`config.mk`:
```
export PLATFORM = sky130hd
export DESIGN_NAME = erc_div_cell
export DESIGN_NICKNAME = d
export VERILOG_FILES = /design/src/rtl/core/erc_pkg.sv /design/src/rtl/core/erc_div_cell.sv
export SDC_FILE = /design/constraint.sdc
export NUM_CORES = 1
export LEC_CHECK = 0
export ABC_CLOCK_PERIOD_IN_PS = 800
export BUFFER_PORTS_ARGS = -buffer_cell sky130_fd_sc_hd__buf_2
export CORE_ASPECT_RATIO = 0.9
export CORE_MARGIN = 4
export CORE_UTILIZATION = 42
export CTS_CLUSTER_DIAMETER = 150
export CTS_CLUSTER_SIZE = 30
export DETAILED_ROUTE_END_ITERATION = 16
export PLACE_DENSITY = 0.75
export RECOVER_POWER = 25
export SLEW_MARGIN = 20
export SYNTH_ARGS = -nofsm -noshare
export SYNTH_HDL_FRONTEND = slang
export SYNTH_SLANG_ARGS = --single-unit
export TNS_END_PERCENT = 50
```
`constraint.sdc`:
```
create_clock -name clk -period 0.8 [get_ports clk]
set_input_delay 0.08 -clock clk [delete_from_list [all_inputs] [get_ports clk]]
set_output_delay 0.08 -clock clk [all_outputs]
set_load 0.02 [all_outputs]
```
`src/rtl/core/erc_pkg.sv`:
```
package erc_pkg;

    localparam int unsigned COORD_W   = 16;
    localparam int unsigned IDX_W     = 10;
    localparam int unsigned CNT_W     = 10;
    localparam int unsigned VTX_W     = 17;
    localparam int unsigned BASE_W    = 16;
    localparam int unsigned FRAC_W    = 16;
    localparam int unsigned PHASE_W   = 32;
    localparam int unsigned TRIG_W    = 32;
    localparam int unsigned ARG_W     = 31;
    localparam int unsigned CFG_IDX_W = 3;
    localparam int unsigned CFG_DAT_W = 16;

    localparam logic [CNT_W-1:0]  MIN_SEGMENTS   = 10'd15;
    localparam logic [CNT_W-1:0]  MAX_SEGMENTS   = 10'd720;
    localparam logic [FRAC_W-1:0] INNER_FRAC_MAX = 16'd64880;
    localparam logic [31:0]       HALF_PI_Q30    = 32'h6487_ED51;
    localparam logic [31:0]       Q30_ONE        = 32'h4000_0000;

    localparam int unsigned HORNER_N = 5;
    localparam int unsigned HORNER_K [HORNER_N] = '{110, 72, 42, 20, 6};
    localparam int unsigned SIN_LAT = 2 + 3 * HORNER_N + 1;

    typedef enum logic [CFG_IDX_W-1:0] {
        REG_CENTER_X,
        REG_CENTER_Y,
        REG_RADIUS_X,
        REG_RADIUS_Y,
        REG_INNER_FRAC,
        REG_SEGMENT_COUNT,
        REG_BASE_VERTEX
    } cfg_reg_t;

    typedef struct packed {
        logic               valid;
        logic               bad;
        logic [IDX_W-1:0]   idx;
        logic [CNT_W-1:0]   rem;
        logic [PHASE_W-1:0] q;
    } div_t;

    typedef struct packed {
        logic             valid;
        logic             bad;
        logic [IDX_W-1:0] idx;
        logic [1:0]       quad;
    } tag_t;

endpackage

```
`src/rtl/core/erc_div_cell.sv`:
```
module erc_div_cell
    import erc_pkg::*;
(
    input  logic             clk,
    input  logic             rst_n,
    input  logic             en,
    input  logic [CNT_W-1:0] cnt,
    input  div_t             d_in,
    output div_t             d_out
);

    div_t           d_reg;
    div_t           d_next;
    logic [CNT_W:0] rem2;
    logic           take;

    always_comb
    begin
        rem2   = {d_in.rem, 1'b0};
        take   = rem2 >= {1'b0, cnt};
        d_next = d_in;
        d_next.rem = take ? CNT_W'(rem2 - {1'b0, cnt}) : CNT_W'(rem2);
        d_next.q   = {d_in.q[PHASE_W-2:0], take};
    end

    always_ff @(posedge clk or negedge rst_n)
    begin
        if (!rst_n)
        begin
            d_reg <= '0;
        end
        else if (en)
        begin
            d_reg <= d_next;
        end
    end

    assign d_out = d_reg;

endmodule

```
==> summary.txt <==
Floorplan
  • Io pins: 121
  • Initial core utilization: 44.19%
  • Floorplan die width: 90.28 um
  • Die Span Y: 82.05 um
  • Row count: 26
  • Core ar.: 5791 um2
  • Die area: 7407 um2

Worst setup path
  • FF-to-FF Start: d_out[37]$_DFFE_PN0P_
  • Crit Path Category: primary input to flip-flop
  • Critical Path Start Type: primary input
  • Crit path DAT: 1.61 ns
  • Worst setup path startpoint: cnt[1]
  • Reg2reg end: d_out[37]$_DFFE_PN0P_
  • CP required: 1.02 ns
  • Critical path endpoint: d_out[35]$_DFFE_PN0P_
  • FF-to-FF path depth: 3
  • Worst Path Max Fanout: 7
  • R2R setup slack: -0.07 ns
  • Critical Path End Type: flip-flop

Clock tree
  • Worst-case clock buffer depth: 2
  • Clk Latency, worst-skew pair: 0.29 ns
  • Clock root buffer: clkbuf_8
  • Reg clk slew, reported paths: 0.09 ns
  • Clock sinks: 54
  • CTS tree: yes
  • CTS Buf Count: 5
  • H-tree depth: 2

STA
  • Skew final: 0 ns
  • Final Hold Vio Count: 0
  • Period utilisation layout: 174.0%
  • Endpoints failing setup: 68
  • Pins Over Slew Limit: 0
  • Max Clock Freq: 0.7183 GHz
  • Worst slew pin tran: 0.3167 ns
  • Tmin final: 1.392 ns
  • Final worst setup slack: -0.5921 ns
  • RSZ-0062 raised after global routing: true
  • Rel. slew slack: 78.77%
  • Min Hold Slack: 0.01359 ns

Global routing
  • Grt ovf: 0
  • First-pass GRT wire length: 10660 um
  • All-layer global routing usage: 17.86%
  • Initial antenna violation count: 0
  • Largest net degree at the start of global routing: 31
  • Vias in the first global route: 2279

Synthesis
  • Post-synth EDFFs: 0
  • Asr flop ratio synth: 100.0%
  • Syn nets: 287
  • Dominant synthesized flop cell: dfrtp_1
  • Synthesis-stage register bit count: 54
  • Yosys cell types: 34
  • Post-Syn Area: 2559 um2
  • Post-Syn Instances: 209
  • Syn Area/Cell: 12.24 um2
  • Syn. warnings: 0
  • Register area share after synthesis: 52.81%

Min path
  • Hold path depth: 2
  • Hold WC Path Type: primary input to flip-flop

Layout
  • Register area: 1351 um2
  • Commonest non-fill, non-tap cell in the layout: buf_2
  • Area Overhead vs Synth: 64.01%
  • FILL cells: 424
  • Commonest non-fill, non-tap cells in the layout: 77 x buf_2, 54 x dfrtp_1, 43 x buf_6
  • Largest register FFs: 54
  • ANT cells: 0
  • Share of post-route cells with drive strength above 1: 65.35%
  • NumNets Final: 458
  • Area of the multi-input gates: 1305 um2
  • Finished Cell Area: 4197 um2

Power
  • Leakage: 2.017 nW
  • PnR Total Power: 7.312 mW
  • Pwr Density: 1742 nW/um2
  • Worst VDD drop: 1206 uV

Place
  • DP HPWL: 5093 um
  • Number of port buffers: 119
  • Dpl cell area: 3603 um2
  • GP Congestion: 0.7920

Run
  • Max Cap Viol: 0

Detailed routing
  • Vias per inst: 4.945
  • Post-route DRC: 0
  • Drt pass-1 iters: 4
  • Antenna-violating nets left: 0
  • Wire per inst: 15.28 um
  • Detailed-route via count: 2230
  • Post-Route WL: 6890 um
  • Iter 0 DRT Violations: 50

Outcome
  • Outcome: finished with violations
  • Failing checks: setup timing
==> final cells by class <==
cell class,instances,share of cell area [%]
flip-flops and latches,54,32.20
multi-input cells,135,31.10
repair buffers,171,31.04
well taps,70,2.087
clock buffers,6,1.729
inverters,13,1.521
clock inverters,2,0.3280
==> stage by stage <==
| step | worst slack [ns] | std cells | utilization [%] | setup TNS (ns) |
|---|---|---|---|---|
| finish | -0.5921 | 451 | 72.47 | -11.98 |
| global route | -0.6234 | 451 | 72.47 | -14.78 |
| CTS | -0.5928 | 444 | 69.58 | -12.71 |
| detailed placement | -1.014 | 429 | 62.23 | -16.11 |
| global placement | -0.9583 | 429 | 62.23 | -15.54 |
| floorplan | -0.7416 | 209 | - | -18.92 |
==> cells by family after synthesis <==
logic type               count (synthesis)  share of synthesized area [%]
XOR/XNOR                                 6                          2.054
AO/OA/AOI/OAI                           30                          8.167
adder cells (fa/ha/maj)                 11                          5.672
flip-flops                              54                          52.81
multiplexers                            49                          21.27
buffers and inverters                   21                          3.374
AND/OR/NAND/NOR                         38                          6.651
==> Yosys cell counts (all sizes together) (3+ instances only) <==
cell | n | share of area [%]
dfrtp | 54 | 53
mux2 | 43 | 19
nor2 | 14 | 2.1
inv | 13 | 1.9
a21oi | 11 | 2.2
ha | 10 | 4.9
nand2 | 8 | 1.2
clkbuf | 7 | 1.0
mux2i | 6 | 2.3
xnor2 | 6 | 2.1
nand3 | 5 | 0.98
nor3 | 5 | 0.98
a31oi | 4 | 0.98
o21ai | 4 | 0.93
o21a | 3 | 1.2
==> metal layers <==
layer,track usage (%),wire [um],vias up
met5,0,0,-
met4,6.116,167,0
met3,6.044,556,16
met2,31.84,3505,98
met1,20.43,2660,1036
li1,-,-,1080
==> critical path: stages <==
cell     delay, ns
buf_8         0.09
inv_12        0.03
ha_4          0.25
nor2b_4       0.15
o31a_4        0.18
o21ai_4       0.07
o21a_4        0.24
or3_1         0.36
a31oi_1       0.16
==> timing repair <==
item                                   in CTS  in global routing
endpoints found under the hold margin      55                  3
pin swaps                                  27                 10
hold buffers                                2                  3
setup endpoints to repair                  65                 68
buffers inserted                            5                  4
gates resized for setup                    83                 34
cloned                                      1                  0
==> where the power goes <==
part	switching, mW	internal (mW)	total, mW
logic	1.23	1.40	2.63
registers	0.213	3.04	3.26
clock network	0.804	0.619	1.42
==> how the worst min path moves through the flow <==
stage	end	slack [ns]	startpoint
after floorplan	d_out[0]$_DFFE_PN0P_	-0.22	rst_n
after global placement	d_out[19]$_DFFE_PN0P_	-0.04	rst_n
after detailed placement	d_out[22]$_DFFE_PN0P_	-0.04	rst_n
after CTS	d_out[43]$_DFFE_PN0P_	0.001	d_in[43]
after global routing	d_out[29]$_DFFE_PN0P_	0.003	d_in[28]
final	d_out[5]$_DFFE_PN0P_	0.01	d_in[4]
(Power assumes the default switching activity.)
